`src/rtl/core/pmsg_pkg.sv`:
```
`timescale 1ns / 1ps

package pmsg_pkg;

	localparam int SAMPLE_BITS = 24;
	localparam int BIN_W       = 12;
	localparam int FS_W        = 13;
	localparam int Q_W         = 16;
	localparam int IDX_W       = 4;
	localparam int POS_W       = BIN_W + Q_W;
	localparam int PROD_W      = Q_W + FS_W;
	localparam int PADDR_W     = 3;
	localparam int PDATA_W     = 32;

	localparam logic [FS_W-1:0] FS_RESET = 13'd1024;
	localparam logic [Q_W-1:0]  ONE_Q15  = 16'h8000;

	localparam logic MODE_LOAD = 1'b0;
	localparam logic MODE_BIN  = 1'b1;

	localparam logic REG_FRAME_SIZE = 1'b0;
	localparam logic REG_STEREO     = 1'b1;

	typedef struct packed {
		logic                          mode;
		logic [IDX_W-1:0]              peak_index;
		logic                          peak_valid;
		logic [Q_W-1:0]                band_low;
		logic [Q_W-1:0]                band_high;
		logic [Q_W-1:0]                volume;
		logic signed [Q_W-1:0]         pan;
		logic [BIN_W-1:0]              bin_index;
		logic signed [SAMPLE_BITS-1:0] bin_value;
	} cmd_t;

	typedef struct packed {
		logic [BIN_W-1:0]              out_bin;
		logic signed [SAMPLE_BITS-1:0] out_first;
		logic signed [SAMPLE_BITS-1:0] out_second;
		logic                          matched;
	} res_t;

	// What walks down the cell chain for one bin.
	typedef struct packed {
		logic [BIN_W-1:0]      bin;
		logic                  hit;
		logic [Q_W-1:0]        vol;
		logic signed [Q_W-1:0] pan;
	} token_t;

	typedef struct packed {
		logic                  we;
		logic [IDX_W-1:0]      index;
		logic                  in_use;
		logic [Q_W-1:0]        low;
		logic [Q_W-1:0]        high;
		logic [Q_W-1:0]        vol;
		logic signed [Q_W-1:0] pan;
	} peak_load_t;

	typedef struct packed {
		logic en_s1;
		logic en_s2;
	} gain_ctl_t;

	typedef enum logic [2:0] {
		ST_IDLE,
		ST_SCAN,
		ST_GAIN,
		ST_MUL,
		ST_HOLD
	} state_t;

endpackage

```
`src/rtl/core/pmsg_gain.sv`:
```
`timescale 1ns / 1ps

module pmsg_gain (
	input  logic                                   clk,
	input  pmsg_pkg::gain_ctl_t                    ctl,
	input  pmsg_pkg::token_t                       tok,
	input  logic                                   pass,
	input  logic                                   stereo,
	input  logic signed [pmsg_pkg::SAMPLE_BITS-1:0] value,
	output logic signed [pmsg_pkg::SAMPLE_BITS-1:0] first,
	output logic signed [pmsg_pkg::SAMPLE_BITS-1:0] second
);

	localparam int SB  = pmsg_pkg::SAMPLE_BITS;
	localparam int QW  = pmsg_pkg::Q_W;
	localparam int PW  = SB + QW + 1;
	localparam int WW  = QW + 1;
	localparam int GPW = 2 * QW + 1;
	localparam logic signed [PW-1:0] S_MAX = {{(PW-SB+1){1'b0}}, {(SB-1){1'b1}}};
	localparam logic signed [PW-1:0] S_MIN = {{(PW-SB+1){1'b1}}, {(SB-1){1'b0}}};

	logic [WW-1:0]           wt_l;
	logic [WW-1:0]           wt_r;
	logic [GPW-1:0]          gp_l;
	logic [GPW-1:0]          gp_r;
	logic [QW-1:0]           gain_l;
	logic [QW-1:0]           gain_r;
	logic [QW-1:0]           gain_l_s1;
	logic [QW-1:0]           gain_r_s1;
	logic signed [SB-1:0]    value_s1;
	logic signed [PW-1:0]    prod_l_s2;
	logic signed [PW-1:0]    prod_r_s2;
	logic signed [PW-1:0]    sh_l;
	logic signed [PW-1:0]    sh_r;

	function automatic logic signed [SB-1:0] saturate(input logic signed [PW-1:0] v);
		logic signed [SB-1:0] r;
		if (v > S_MAX) begin
			r = S_MAX[SB-1:0];
		end else if (v < S_MIN) begin
			r = S_MIN[SB-1:0];
		end else begin
			r = v[SB-1:0];
		end
		return r;
	endfunction

	// 1 - pan and 1 + pan in Q2.15, taken modulo 2^17; both stay within 0 to 65536.
	assign wt_l = 17'h08000 - {tok.pan[QW-1], tok.pan};
	assign wt_r = 17'h08000 + {tok.pan[QW-1], tok.pan};
	assign gp_l = GPW'(tok.vol) * GPW'(wt_l);
	assign gp_r = GPW'(tok.vol) * GPW'(wt_r);

	always_comb begin
		if (pass) begin
			gain_l = pmsg_pkg::ONE_Q15;
			gain_r = stereo ? pmsg_pkg::ONE_Q15 : '0;
		end else if (!tok.hit) begin
			gain_l = '0;
			gain_r = '0;
		end else if (!stereo) begin
			gain_l = tok.vol;
			gain_r = '0;
		end else begin
			gain_l = gp_l[2*QW-1:QW];
			gain_r = gp_r[2*QW-1:QW];
		end
	end

	always_ff @(posedge clk) begin
		if (ctl.en_s1) begin
			gain_l_s1 <= gain_l;
			gain_r_s1 <= gain_r;
			value_s1  <= value;
		end
	end

	always_ff @(posedge clk) begin
		if (ctl.en_s2) begin
			prod_l_s2 <= PW'($signed({1'b0, gain_l_s1})) * PW'(value_s1);
			prod_r_s2 <= PW'($signed({1'b0, gain_r_s1})) * PW'(value_s1);
		end
	end

	// Arithmetic shift gives the floor of the Q1.15 product.
	assign sh_l   = prod_l_s2 >>> (QW - 1);
	assign sh_r   = prod_r_s2 >>> (QW - 1);
	assign first  = saturate(sh_l);
	assign second = saturate(sh_r);

endmodule

```
`config.mk`:
```
export PLATFORM = sky130hd
export DESIGN_NAME = pmsg_gain
export DESIGN_NICKNAME = d
export VERILOG_FILES = /design/src/rtl/core/pmsg_pkg.sv /design/src/rtl/core/pmsg_gain.sv
export SDC_FILE = /design/constraint.sdc
export NUM_CORES = 2
export LEC_CHECK = 0
export ABC_AREA = 1
export BUFFER_PORTS_ARGS = -buffer_cell sky130_fd_sc_hd__buf_2
export CAP_MARGIN = 30
export CORE_MARGIN = 3
export CORE_UTILIZATION = 26
export DETAILED_ROUTE_END_ITERATION = 12
export GPL_ROUTABILITY_DRIVEN = 0
export MAX_ROUTING_LAYER = met4
export PLACE_DENSITY_LB_ADDON = 0.08
export SKIP_CTS_REPAIR_TIMING = 1
export SLEW_MARGIN = 20
export SYNTH_ARGS = -nofsm -noshare
export SYNTH_HDL_FRONTEND = slang
export SYNTH_SLANG_ARGS = --single-unit
```
`constraint.sdc`:
```
create_clock -name clk -period 22.4 [get_ports clk]
set_input_delay 4.48 -clock clk [delete_from_list [all_inputs] [get_ports clk]]
set_output_delay 4.48 -clock clk [all_outputs]
set_load 0.01 [all_outputs]
```
==> run_results.csv <==
group,metric,value,unit
sta,fin_tns_setup,0,ps
logic_synthesis,synth_edf_count,108,
drt,routed_wl,164,mm
logic_synthesis,syn_inst,6659,
cts,clockBufferDepth,2,
floorplanning,die_h,452,um
sta,relSlewSlack,0.379,
sta,setup_viol,0,
critical_path,worst-path-max-fanout,18,
placement,io_buffer_count,109,
logic_synthesis,synthMuxAreaShare,0,
final_layout,multi_input_area,39700,um^2
cts,clkTransAtPathRegs,80,ps
critical_path,cp.arrival,11710,ps
floorplanning,core,196000,um^2
sta,worst_slack,10870,ps
drt,via_per_inst,4.28,
cts,cts.sinks,108,
critical_path,r2r_cells,20,
logic_synthesis,synthArstFlopShare,0,
logic_synthesis,yosysSeqAreaShare,0.0628,
logic_synthesis,ys_warn_count,0,
sta,hold_viol,0,
floorplanning,start_util,0.263,
logic_synthesis,syn_avg_cell_area,7.75,um^2
logic_synthesis,synthFlopType,"edfxtp_1",
global_routing,antenna_found_initial,5,
drt,avgRoutedWirePerCell,17.7,um
drt,drt_iter0_drc,1781,
final_layout,area_growth,7.43,%
placement,dp_hpwl,134,mm
logic_synthesis,synthAdderAreaFrac,0.542,
job,max_cap_violations,0,
drt,vias,39600,
floorplanning,dieArea,204000,um^2
sta,max_freq,0.0867,GHz
min_path,holdPathStages,9,
cts,cts_buffers,9,
sta,period_share,0.515,
logic_synthesis,synth_seq_cells,108,
logic_synthesis,synth.distinct_cells,48,
final_layout,fill_cells,21800,
floorplanning,core.rowCount,162,
sta,rsz0062_at_grt,"false",
sta,post-route-min-period,11530,ps
placement,dp_cells,9228,
logic_synthesis,yosys.area_share.simple,0.174,
final_layout,final_layout_size_suffix_gt1_frac,0.0381,
status,outcome,"complete, no violations",
logic_synthesis,synth_nets,8280,
cts,htreeDepth,3,
cts,clock_latency,450,ps
critical_path,cp-end-kind,"flip-flop",
sta,tightestPinTransition,926,ps
cts,cts_tree,"built",
global_routing,grt_max_degree,53,
critical_path,required,22580,ps
sta,final_max_slew_viol_count,0,
drt,dr.pass1.iters,5,
logic_synthesis,netlist_area,51600,um^2
placement,preCtsSetupSlack,10410,ps
drt,ant_nets,0,
logic_synthesis,synth-xor-area-share,0.00984,
global_routing,overflow,0,
drt,route.detailed.drc,0,
cts,root_buffer,"clkbuf_16",
floorplanning,die_w,452,um
critical_path,worstSetupPathType,"in2reg",
logic_synthesis,synth_top_family_by_area,"adder cells",
final_layout,final-seq-area,3240,um^2
global_routing,grt.total_usage,0.170,
logic_synthesis,synth_compound_area_frac,0.0432,
min_path,min_path_type,"reg2reg",
floorplanning,io_pins,122,
sta,finClkSkew,20.0,ps
global_routing,first_global_vias,43600,
final_layout,instances_no_fill,9249,
final_layout,final_nets,8238,
global_routing,grt_pass1_wl,260,mm
critical_path,start_kind,"input port",
==> cell type report <==
cell class / count / share of cell area
Antenna cell: 3 / 0.000135
Tap cell: 2624 / 0.0592
Clock buffer: 9 / 0.00406
Clock inverter: 7 / 0.00149
Inverter: 2062 / 0.140
Sequential cell: 108 / 0.0585
Multi-Input combinational cell: 4250 / 0.716
Timing Repair Buffer: 186 / 0.0214
==> worst max-delay path: stages <==
cell and delay, ps:
buf_2 430, inv_1 90, ha_1 260, inv_1 90, nand2_1 50, nand2_1 500, clkinv_1 790, nand2_1 290
fa_1 450, fa_1 490, inv_1 80, fa_1 470, fa_1 400, fa_1 520, inv_1 50, fa_1 470
inv_1 40, ha_1 460, nand2_1 190, nor2_1 270, inv_1 120, nor4_1 250, nand2_1 100, nand3_1 90
nand2_1 50, nor2_1 100, nor2_1 60
==> registers in the layout, summed over array words and instances (netlist names) <==
register,flops
value_s1,24
prod_r_s2,26
gain_l_s1,16
prod_l_s2,26
gain_r_s1,16
==> Yosys cell counts, types with 11 or more instances <==
library cell	number	area, um^2
nor3_1	29	145
nand4_1	21	131
clkbuf_1	208	781
nand2_2	15	93.8
o21bai_1	30	225
a31oi_1	16	100
nand3_1	143	716
a21o_1	22	165
ha_1	398	4980
buf_1	13	48.8
buf_2	11	55.1
edfxtp_1	108	3240
o21ai_0	95	475
nand3_2	13	130
xor2_1	37	324
nor2_1	363	1360
a21oi_1	213	1070
xnor2_1	21	184
nand2_1	1625	6100
inv_1	2048	7690
fa_1	1149	23000
==> cell usage in the layout (no fill, tap or decap), types with 3 or more instances in the layout <==
| cell type | instances |
|---|---|
| nor4_1 | 8 |
| nor2_4 | 3 |
| nor2_1 | 363 |
| diode_2 | 3 |
| a21o_1 | 22 |
| edfxtp_1 | 108 |
| and3_1 | 7 |
| buf_4 | 73 |
| a31oi_1 | 16 |
| o21bai_1 | 30 |
| buf_2 | 108 |
| xor2_1 | 37 |
| nand2_2 | 15 |
| o211ai_1 | 4 |
| nand2_1 | 1625 |
| inv_1 | 2048 |
| clkinv_1 | 8 |
| xnor2_1 | 21 |
| nand4_1 | 21 |
| clkbuf_16 | 9 |
| o21a_1 | 6 |
| inv_2 | 5 |
| nand3_1 | 143 |
| inv_6 | 3 |
| fa_1 | 1149 |
| nand3_2 | 13 |
| o21ai_0 | 95 |
| nor3_1 | 29 |
| a21boi_0 | 10 |
| nand2_4 | 3 |
| clkinv_2 | 3 |
| ha_1 | 398 |
| a21oi_1 | 213 |
==> path summary, 6_finish.rpt <==
kind                        end  slack (ps)          start
setup / recovery  gain_l_s1[10]       10870         tok[1]
setup reg to reg  prod_l_s2[32]       15740   value_s1[23]
hold / removal    prod_r_s2[40]        1670  gain_r_s1[14]
hold reg to reg   prod_r_s2[40]        1670  gain_r_s1[14]
==> logic make-up (layout without fill, tap and decap cells) <==
family | after synthesis | after routing
compound gates | 402 | 402
fa+ha+maj | 1547 | 1547
flops | 108 | 108
other cells | 0 | 3
buf+inv | 2301 | 2264
simple gates | 2243 | 2243
xor+xnor | 58 | 58
==> routing by layer <==
metal / global-route usage / share of wire / vias to the layer above
met2: 0.295 / 0.50 / 573
met5: - / 0 / -
met4: 0.0356 / 0.018 / 0
li1: - / - / 18900
met1: 0.218 / 0.46 / 20100
met3: 0.0112 / 0.026 / 110
==> metrics by stage <==
stage	util	instance area (um^2)	hold WS (ps)
floorplan	-	51600	1200
global placement	0.281	55100	1690
detailed placement	0.281	55100	1680
CTS	0.282	55400	1710
finish	0.283	55500	1670
global route	0.283	55500	1790
Power is not shown: default switching activity piles up to over one toggle a cycle in this logic, so the estimate is an artifact.
