**src/rtl/core/pmsg_pkg.sv**
```systemverilog
`timescale 1ns / 1ps

package pmsg_pkg;

	localparam int SAMPLE_BITS = 24;
	localparam int BIN_W       = 12;
	localparam int FS_W        = 13;
	localparam int Q_W         = 16;
	localparam int IDX_W       = 4;
	localparam int POS_W       = BIN_W + Q_W;
	localparam int PROD_W      = Q_W + FS_W;
	localparam int PADDR_W     = 3;
	localparam int PDATA_W     = 32;

	localparam logic [FS_W-1:0] FS_RESET = 13'd1024;
	localparam logic [Q_W-1:0]  ONE_Q15  = 16'h8000;

	localparam logic MODE_LOAD = 1'b0;
	localparam logic MODE_BIN  = 1'b1;

	localparam logic REG_FRAME_SIZE = 1'b0;
	localparam logic REG_STEREO     = 1'b1;

	typedef struct packed {
		logic                          mode;
		logic [IDX_W-1:0]              peak_index;
		logic                          peak_valid;
		logic [Q_W-1:0]                band_low;
		logic [Q_W-1:0]                band_high;
		logic [Q_W-1:0]                volume;
		logic signed [Q_W-1:0]         pan;
		logic [BIN_W-1:0]              bin_index;
		logic signed [SAMPLE_BITS-1:0] bin_value;
	} cmd_t;

	typedef struct packed {
		logic [BIN_W-1:0]              out_bin;
		logic signed [SAMPLE_BITS-1:0] out_first;
		logic signed [SAMPLE_BITS-1:0] out_second;
		logic                          matched;
	} res_t;

	// What walks down the cell chain for one bin.
	typedef struct packed {
		logic [BIN_W-1:0]      bin;
		logic                  hit;
		logic [Q_W-1:0]        vol;
		logic signed [Q_W-1:0] pan;
	} token_t;

	typedef struct packed {
		logic                  we;
		logic [IDX_W-1:0]      index;
		logic                  in_use;
		logic [Q_W-1:0]        low;
		logic [Q_W-1:0]        high;
		logic [Q_W-1:0]        vol;
		logic signed [Q_W-1:0] pan;
	} peak_load_t;

	typedef struct packed {
		logic en_s1;
		logic en_s2;
	} gain_ctl_t;

	typedef enum logic [2:0] {
		ST_IDLE,
		ST_SCAN,
		ST_GAIN,
		ST_MUL,
		ST_HOLD
	} state_t;

endpackage

```
**src/rtl/core/pmsg_cell.sv**
```systemverilog
`timescale 1ns / 1ps

module pmsg_cell #(
	parameter int IDX = 0
) (
	input  logic                         clk,
	input  logic                         arst_n,
	input  pmsg_pkg::peak_load_t         load,
	input  logic [pmsg_pkg::FS_W-1:0]    frame_size,
	input  pmsg_pkg::token_t             tok_in,
	output pmsg_pkg::token_t             tok_out
);

	logic                                in_use_q;
	logic [pmsg_pkg::Q_W-1:0]            low_q;
	logic [pmsg_pkg::Q_W-1:0]            high_q;
	logic [pmsg_pkg::Q_W-1:0]            vol_q;
	logic signed [pmsg_pkg::Q_W-1:0]     pan_q;
	logic [pmsg_pkg::PROD_W-1:0]         lo_prod_q;
	logic [pmsg_pkg::PROD_W-1:0]         hi_prod_q;
	pmsg_pkg::token_t                    tok_q;
	logic                                we;
	logic [pmsg_pkg::PROD_W-1:0]         pos;
	logic                                take;

	assign we = load.we && (int'(load.index) == IDX);

	always_ff @(posedge clk or negedge arst_n) begin
		if (!arst_n) begin
			in_use_q <= 1'b0;
		end else if (we) begin
			in_use_q <= load.in_use;
		end
	end

	always_ff @(posedge clk) begin
		if (we) begin
			low_q  <= load.low;
			high_q <= load.high;
			vol_q  <= load.vol;
			pan_q  <= load.pan;
		end
	end

	// Edges, bin units << 16; user must change frame size only while idle, unchecked.
	always_ff @(posedge clk) begin
		lo_prod_q <= pmsg_pkg::PROD_W'(low_q) * pmsg_pkg::PROD_W'(frame_size);
		hi_prod_q <= pmsg_pkg::PROD_W'(high_q) * pmsg_pkg::PROD_W'(frame_size);
	end

	assign pos  = pmsg_pkg::PROD_W'({tok_in.bin, {pmsg_pkg::Q_W{1'b0}}});
	assign take = !tok_in.hit && in_use_q && (pos >= lo_prod_q) && (pos < hi_prod_q);

	// The first cell that covers the bin claims it; later cells pass it on.
	always_ff @(posedge clk) begin
		if (take) begin
			tok_q.bin <= tok_in.bin;
			tok_q.hit <= 1'b1;
			tok_q.vol <= vol_q;
			tok_q.pan <= pan_q;
		end else begin
			tok_q <= tok_in;
		end
	end

	assign tok_out = tok_q;

endmodule

```
**config.mk**
```make
export PLATFORM = sky130hd
export DESIGN_NAME = pmsg_cell
export DESIGN_NICKNAME = d
export VERILOG_FILES = /design/src/rtl/core/pmsg_pkg.sv /design/src/rtl/core/pmsg_cell.sv
export SDC_FILE = /design/constraint.sdc
export NUM_CORES = 1
export LEC_CHECK = 0
export BUFFER_PORTS_ARGS = -buffer_cell sky130_fd_sc_hd__buf_2
export CAP_MARGIN = 20
export CELL_PAD_IN_SITES_DETAIL_PLACEMENT = 0
export CELL_PAD_IN_SITES_GLOBAL_PLACEMENT = 1
export CORE_MARGIN = 3
export CORE_UTILIZATION = 30
export DETAILED_ROUTE_END_ITERATION = 6
export PLACE_DENSITY = 0.53
export SKIP_CTS_REPAIR_TIMING = 1
export SYNTH_ARGS = -nofsm -noshare
export SYNTH_HDL_FRONTEND = slang
export SYNTH_SLANG_ARGS = --single-unit
```
**constraint.sdc**
```tcl
create_clock -name clk -period 12.6 [get_ports clk]
set_input_delay 1.89 -clock clk [delete_from_list [all_inputs] [get_ports clk]]
set_output_delay 1.89 -clock clk [all_outputs]
set_load 0.01 [all_outputs]
```
==> reports/metrics.csv, run 1 <==
stage,metric,value,unit
timing,Slew @ Worst Pin,0.8967,ns
drt,average wire per cell in the routed design,17.39,um
synth,synthesized cell area,0.01887,sq mm
clock_tree,H-tree Lvls,4,
drt,Detailed Route Iter0 Violations,531,
min_path,hold path startpoint,vol_q[7],
power_and_ir_drop,Max IR drop VDD,0.1151,mV
place,Post-DP Area,0.02049,sq mm
place,GP Congestion,0.7917,
synth,Post-Synth XOR/XNOR Area,1.995,%
synth,"flops & latches, synth",168,
worst_setup_path,critical path type,in2reg,
drt,Pre-antenna DRT Iters,4,
die,Horiz. Die Dim,256.8,um
place,DP Wirelength,40.20,mm
drt,total number of vias,13130,
synth,ys flop type,dfxtp_1,
power_and_ir_drop,Internal Power,2.072,mW
power_and_ir_drop,switching portion of total power,47.18,%
power_and_ir_drop,Net Sw Power,1.851,mW
timing,Slew Limit Headroom,40.22,%
global_route,largest net degree at the start of global routing,41,
flow_run,MaxCap Viol Count,0,
min_path,Hold Crit Class,reg2reg,
synth,mux cell area share after synthesis,2.367,%
layout,synthesis-to-layout area growth,11.65,%
die,die area,0.06596,sq mm
timing,FMAX,138.5,MHz
clock_tree,CTS buffer count,17,
die,# rows,91,
timing,final hold slack,0.4620,ns
clock_tree,CTS tree,built,
place,number of port buffers,174,
min_path,worst hold stages,1,
worst_setup_path,CP Data Required Time,12.96,ns
worst_setup_path,worst r2r src,low_q[5],
layout,"commonest non-fill, non-tap cell in the layout",inv_1,
global_route,global-route wire length before repair,82.62,mm
synth,library cells used by synthesis,62,
synth,syn_nets,2571,
die,Core ar.,0.06194,sq mm
worst_setup_path,arrival time at the worst endpoint,7.59,ns
power_and_ir_drop,Power Dens Cells,186.2,mW/mm^2
synth,Syn. warnings,0,
global_route,vias in the first global route,14830,
timing,Final WS setup,5.377,ns
drt,post-detailed-route count of antenna-violating nets,0,
layout,nets@finish,2686,
synth,Post-Synth Adder-Cell Area,44.07,%
timing,unrepaired setup endpoints after global routing,false,
clock_tree,buffer depth of the longest clock path,2,
layout,share of cells above drive strength 1,11.78,%
timing,clock skew,0.02103,ns
synth,synthesized netlist cell count,1961,
synth,Synth Area in Simple Gates,14.03,%
layout,ANT cells,0,
worst_setup_path,Setup crit start kind,input port,
place,Placement Setup Slack,4.922,ns
timing,Final Critical Period,7.223,ns
clock_tree,clk_lat worst skew,0.48,ns
outcome,outcome,completed,
die,Die H,256.8,um
synth,largest family of logic cells by synthesized area,adder cells,
global_route,Total Routing Usage GR,16.22,%
synth,Post-synth ARST share,0.5952,%
worst_setup_path,worst-path maximum fanout,32,
drt,# DRC,0,
power_and_ir_drop,P_leak,10.53,nW
drt,DRT Wirelength,50.87,mm
die,initial core utilization,30.47,%
worst_setup_path,critical path capture point type,flip-flop,
clock_tree,CTS Root Cell,clkbuf_16,
worst_setup_path,Reg2Reg Depth,19,
worst_setup_path,Critical path origin,frame_size[4],
synth,Compound-Gate Fraction of Synth Area,5.515,%
timing,Final Max Slew Viols,0,
timing,Setup Viol. Count Final,0,
power_and_ir_drop,clock share of power,13.8,%
global_route,GR Overflow Total,0,
synth,Mean Syn Cell Area,9.625,sq um
synth,Post-synth EDFFs,64,
timing,Final Cycle Share,57.32,%
layout,"commonest non-fill, non-tap cells in the layout","inv_1 (456), fa_1 (308), nand2_1 (258)",
clock_tree,clock-pin slew on the worst setup and hold paths,0.08,ns
power_and_ir_drop,Pwr Total,3.923,mW
die,Top Ports,175,
layout,design area,0.02107,sq mm
timing,Final Hold Viols,0,
global_route,initial antenna violation count,2,
timing,Post-Route Setup TNS,0,ns
synth,"Seq/Total Area, Yosys",21.24,%
power_and_ir_drop,Reg power frac,19.2,%
clock_tree,CTS Sinks,168,
drt,Vias/cell,4.487,
power_and_ir_drop,Gate power share,67.1,%
==> flip-flops by register name (all words and copies together), names as in the netlist <==
register,cells
low_q,16
tok_out,45
hi_prod_q,29
high_q,16
pan_q,16
vol_q,16
lo_prod_q,29
in_use_q,1
==> per-stage QoR <==
stage	instances	utilization [%]
finish	2926	34.02
global route	2926	34.02
CTS	2926	34.02
detailed placement	2894	33.07
global placement	2894	33.07
floorplan	1961	-
==> power groups by stage <==
stage	clock network (mW)	logic [mW]	registers (mW)
global route	0.588	3.03	0.761
finish	0.540	2.63	0.752
detailed placement	0	2.65	0.765
floorplan	0	1.96	0.744
global placement	0	2.66	0.766
CTS	0.568	2.68	0.754
==> Yosys cell counts (6+ instances only) <==
library cell | n | area share (%)
inv_1 | 456 | 9.1
fa_1 | 308 | 33
nand2_1 | 258 | 5.1
and2_1 | 185 | 6.1
ha_1 | 172 | 11
dfxtp_1 | 103 | 11
clkbuf_1 | 76 | 1.5
edfxtp_1 | 64 | 10
a21oi_1 | 56 | 1.5
nor2_1 | 36 | 0.72
xnor2_1 | 31 | 1.4
o21ai_0 | 26 | 0.69
a21o_1 | 22 | 0.88
mux2_4 | 20 | 1.6
xor2_1 | 12 | 0.56
a211oi_1 | 9 | 0.36
mux2_1 | 9 | 0.54
nand3_1 | 9 | 0.24
nor4_1 | 9 | 0.30
nor3_1 | 8 | 0.21
nand4_1 | 6 | 0.20
o211ai_1 | 6 | 0.24
o21bai_1 | 6 | 0.24
==> layout make-up <==
| type | instances | area (sq um) |
|---|---|---|
| Fill cell | 6478 | 40870 |
| Multi-Input combinational cell | 1257 | 12830 |
| Timing Repair Buffer | 176 | 885.9 |
| Clock buffer | 18 | 439.2 |
| Inverter | 456 | 1712 |
| Sequential cell | 168 | 4009 |
| Clock inverter | 14 | 148.9 |
| Tap cell | 837 | 1047 |
==> cells by family after synthesis <==
kind of cell,Yosys count
buf+inv,536
mux,33
xor+xnor,43
flops,168
compound gates,162
simple gates,539
fa+ha+maj,480
==> worst paths after layout <==
kind                            endpoint  slack [ns]
setup / recovery           lo_prod_q[28]        5.38
hold / removal               tok_out[23]        0.46
setup reg to reg           lo_prod_q[28]        6.60
hold reg to reg              tok_out[23]        0.46
max in group asynchronous       in_use_q       11.33
min in group asynchronous       in_use_q        1.18
==> worst max-delay path: stages <==
cell and delay, ns:
buf_2 0.61, nand2_1 0.20, fa_1 0.61, fa_1 0.45
fa_1 0.56, inv_1 0.05, fa_1 0.47, inv_1 0.05
fa_1 0.47, inv_1 0.04, ha_1 0.36, and4_2 0.27
a211oi_1 0.19, o21ai_1 0.17, a21bo_2 0.27, a21o_2 0.24
a211o_2 0.36, a211oi_2 0.21, xnor2_1 0.10
==> per-layer routing <==
metal / vias to the layer above / global-route usage [%] / part of all wire (%)
met2: 170 / 27.91 / 49
met5: - / 0 / 0
met3: 41 / 2.756 / 3.1
met4: 0 / 3.780 / 1.6
li1: 6170 / - / -
met1: 6748 / 21.30 / 47
Power figures use the tool's default switching activity.
==> inputs of run 2 (changes only) <==
--- a/config.mk
+++ b/config.mk
@@ -5,6 +5,7 @@
 export SDC_FILE = /design/constraint.sdc
 export NUM_CORES = 1
 export LEC_CHECK = 0
+export ABC_AREA = 1
 export BUFFER_PORTS_ARGS = -buffer_cell sky130_fd_sc_hd__buf_2
 export CAP_MARGIN = 20
 export CELL_PAD_IN_SITES_DETAIL_PLACEMENT = 0
@@ -12,7 +13,7 @@
 export CORE_MARGIN = 3
 export CORE_UTILIZATION = 30
 export DETAILED_ROUTE_END_ITERATION = 6
-export PLACE_DENSITY = 0.53
+export PLACE_DENSITY = 0.57
 export SKIP_CTS_REPAIR_TIMING = 1
 export SYNTH_ARGS = -nofsm -noshare
 export SYNTH_HDL_FRONTEND = slang
==> constraint.sdc (replaced) <==
create_clock -name clk -period 6.5 [get_ports clk]
set_input_delay 0.975 -clock clk [delete_from_list [all_inputs] [get_ports clk]]
set_output_delay 0.975 -clock clk [all_outputs]
set_load 0.01 [all_outputs]
==> run 2 against run 1 <==
Area after synthesis is 5.8% higher. Critical path depth is 1 lower. Global-route usage rose by 0.63 points. Synthesized cell count rose by 28%. Hold slack worse by 0.19 ns. Clock skew is 0.0038 ns higher. Total power is 110% higher. Sequential share of layout area fell by 1.1 points. Cell area is 6.2% higher.
==> reports/metrics.csv, run 2 <==
stage,metric,value,unit,change
outcome,outcome,completed,,unchanged
power_and_ir_drop,P_leak,12.76,nW,was 10.53 nW
worst_setup_path,CP Data Required Time,6.88,ns,was 12.96 ns
timing,Final Hold Viols,0,,unchanged
synth,library cells used by synthesis,37,,was 62
synth,Post-synth ARST share,0.5952,%,unchanged
worst_setup_path,delay of the slowest critical-path stage,0.52,ns,was 0.61 ns
synth,ys flop type,dfxtp_1,,unchanged
layout,nets@finish,3246,,was 2686
die,Die H,264.0,um,was 256.8 um
timing,Setup Viol. Count Final,0,,unchanged
layout,fillers,6934,,was 6478
synth,Syn. warnings,0,,unchanged
layout,synthesis-to-layout area growth,12.03,%,was 11.65%
power_and_ir_drop,Power Dens Cells,370.5,mW/mm^2,was 186.2 mW/mm^2
worst_setup_path,critical path capture point type,flip-flop,,unchanged
layout,non-filler instance count after layout,3505,,was 2926
synth,top cell type's share of synthesized area,30.87,%,was 32.67%
worst_setup_path,Worst path slowest cell,fa_1,,was buf_2
clock_tree,clock-pin slew on the worst setup and hold paths,0.09,ns,was 0.08 ns
clock_tree,buffer depth of the longest clock path,2,,unchanged
worst_setup_path,arrival time at the worst endpoint,5.97,ns,was 7.59 ns
clock_tree,clk_lat worst skew,0.49,ns,was 0.48 ns
clock_tree,CTS Root Cell,clkbuf_16,,unchanged
timing,FMAX,179.1,MHz,
drt,post-detailed-route count of antenna-violating nets,0,,unchanged
power_and_ir_drop,Max IR drop VDD,0.2792,mV,was 0.1151 mV
flow_run,MaxCap Viol Count,0,,unchanged
worst_setup_path,worst-path maximum fanout,17,,was 32
worst_setup_path,Worst path top cell family by delay,adder cells,,unchanged
synth,most common cell in the netlist,inv_1,,unchanged
global_route,vias in the first global route,16600,,was 14.83k
worst_setup_path,crit-path cells,buf_2 -> buf_4 -> nand2_1 -> fa_1 -> inv_1 -> fa_1 -> fa_1 -> fa_1 -> inv_1 -> fa_1 -> inv_1 -> ha_1 -> a21oi_1 -> o21ai_0 -> a21boi_0 -> nand3_1 -> nand2_1 -> nand2_1,,was buf_2 -> nand2_1 -> fa_1 -> fa_1 -> fa_1 -> inv_1 -> fa_1 -> inv_1 -> fa_1 -> inv_1 -> ha_1 -> and4_2 -> a211oi_1 -> o21ai_1 -> a21bo_2 -> a21o_2 -> a211o_2 -> a211oi_2 -> xnor2_1
global_route,GR Overflow Total,0,,unchanged
timing,Slew @ Worst Pin,0.8369,ns,was 0.8967 ns
layout,design area,0.02238,sq mm,was 0.02107 sq mm
synth,"Seq/Total Area, Yosys",20.07,%,was 21.24%
layout,"commonest non-fill, non-tap cell in the layout",inv_1,,unchanged
synth,synthesized netlist cell count,2502,,was 1961
place,DP Wirelength,45.24,mm,was 40.20 mm
worst_setup_path,critical path depth,18,,was 19
drt,DRT Wirelength,56.57,mm,was 50.87 mm
worst_setup_path,"Buf+Inv Stages, Crit Path",5,,was 4
timing,clock skew,0.02488,ns,was 0.02103 ns
drt,Detailed Route Iter0 Violations,888,,was 531
global_route,largest net degree at the start of global routing,53,,was 41
place,number of port buffers,174,,unchanged
die,Horiz. Die Dim,264.0,um,was 256.8 um
timing,Final Cycle Share,85.91,%,
timing,Post-Route Setup TNS,0,ns,unchanged
clock_tree,CTS tree,built,,unchanged
layout,max reg flops,45,,unchanged
die,Top Ports,175,,unchanged
global_route,global-route wire length before repair,91.77,mm,was 82.62 mm
worst_setup_path,critical path type,in2reg,,unchanged
min_path,Hold Crit Class,in2async,,was reg2reg
timing,unrepaired setup endpoints after global routing,false,,unchanged
clock_tree,CTS Sinks,168,,unchanged
place,DP Cell Count,3472,,was 2894
worst_setup_path,Worst R2R Setup Slack,1.30,ns,was 6.60 ns
synth,syn_nets,3112,,was 2571
die,initial core utilization,30.65,%,was 30.47%
synth,Area contributors post-synth,"fa_1 (31%), inv_1 (14%), nand2_1 (13%)",,"was fa_1 (33%), ha_1 (11%), dfxtp_1 (11%)"
timing,Slew Limit Headroom,44.21,%,was 40.22%
layout,share of cells above drive strength 1,9.966,%,was 11.78%
global_route,initial antenna violation count,0,,was 2
place,Post-DP Area,0.02175,sq mm,was 0.02049 sq mm
drt,Pre-antenna DRT Iters,5,,was 4
timing,Final Critical Period,5.584,ns,
global_route,most used routing layer,met2,,unchanged
worst_setup_path,Crit path top cell by count,fa_1,,unchanged
layout,multi-input logic area,0.01290,sq mm,was 0.01283 sq mm
timing,Final Max Slew Viols,0,,unchanged
timing,final hold slack,0.2687,ns,was 0.4620 ns
global_route,met2 Use GR,26.54,%,was 27.91%
drt,total number of vias,15460,,was 13.13k
global_route,Total Routing Usage GR,16.85,%,was 16.22%
drt,average wire per cell in the routed design,16.14,um,was 17.39 um
place,GP Congestion,0.8280,,was 0.7917
global_route,GR Util met3,3.101,%,was 2.756%
layout,Register Area,0.004009,sq mm,unchanged
synth,"flops & latches, synth",168,,unchanged
worst_setup_path,Setup crit start kind,input port,,unchanged
synth,synthesized cell area,0.01998,sq mm,was 0.01887 sq mm
clock_tree,H-tree Lvls,4,,unchanged
clock_tree,CTS buffer count,17,,unchanged
synth,Mean Syn Cell Area,7.984,sq um,was 9.625 sq um
synth,commonest cells in the netlist,"inv_1 (719), nand2_1 (675), fa_1 (308)",,"was inv_1 (456), fa_1 (308), nand2_1 (258)"
synth,largest area contributor in the netlist,fa_1,,unchanged
global_route,met1 Use GR,23.79,%,was 21.30%
die,# rows,93,,was 91
drt,# DRC,0,,unchanged
die,Core ar.,0.06516,sq mm,was 0.06194 sq mm
layout,"commonest non-fill, non-tap cells in the layout","inv_1 (719), nand2_1 (675), fa_1 (308)",,"was inv_1 (456), fa_1 (308), nand2_1 (258)"
worst_setup_path,Reg2Reg Depth,16,,was 19
synth,Post-synth EDFFs,64,,unchanged
die,die area,0.06972,sq mm,was 0.06596 sq mm
drt,Vias/cell,4.411,,was 4.487
-- run 2: cell count changes after synthesis, moves of 46 or more --
cell and delta:
inv_1 +263, nand3_1 +66, nor2_1 +46, nand2_1 +417, and2_1 -180
-- run 2: metrics by stage --
| step | worst slack (ns) | utilization (%) | total power, mW |
|---|---|---|---|
| floorplan | 0.3868 | - | 5.617 |
| global placement | 0.3590 | 33.39 | 7.264 |
| detailed placement | 0.3659 | 33.39 | 7.237 |
| CTS | 0.9224 | 34.34 | 8.389 |
| global route | 0.6145 | 34.34 | 9.272 |
| finish | 0.9159 | 34.34 | 8.292 |
-- run 2: path summary, 6_finish.rpt --
kind                                 end          start
min                             in_use_q         arst_n
max reg2reg                lo_prod_q[24]      low_q[12]
max in group asynchronous       in_use_q         arst_n
min in group clk             tok_out[12]      pan_q[12]
min reg2reg                  tok_out[12]      pan_q[12]
max                        lo_prod_q[24]  frame_size[5]
-- run 2: cells by family after synthesis --
family / after synthesis / synth area share, %
flops: 168 / 20.07
xor+xnor: 33 / 1.447
simple gates: 906 / 18.51
fa+ha+maj: 480 / 41.64
buf+inv: 804 / 15.35
compound gates: 111 / 2.982
-- run 2: final cells by class --
type                    instances  area share (%)
multi-input cells            1530           57.67
clock inverters                15          0.8778
flip-flops and latches        168           17.91
inverters                     724           12.14
clock buffers                  17           1.901
well taps                     855           4.780
repair buffers                195           4.708
diodes                          1         0.01118
-- run 2: power breakdown --
part	switching (mW)	internal [mW]
combinational	3.69	2.04
clock	0.562	0.528
sequential	0.0946	1.39
-- run 2: per-layer routing --
layer,vias up,routed length [um]
met2,441,24610
met1,7444,27680
met4,0,1037
met3,62,3242
li1,7513,-
met5,-,0
-- run 2: worst reg2reg max path, cell delays in order, from the launching register on --
cell and delay (ns):
edfxtp_1 0.78, nand2_1 0.19, fa_1 0.57, inv_1 0.06, fa_1 0.56, fa_1 0.44, fa_1 0.51, inv_1 0.06
fa_1 0.48, inv_1 0.04, ha_1 0.39, a21oi_1 0.31, o21ai_0 0.17, a21boi_0 0.31, nand3_1 0.12, nand2_1 0.07
nand2_1 0.05
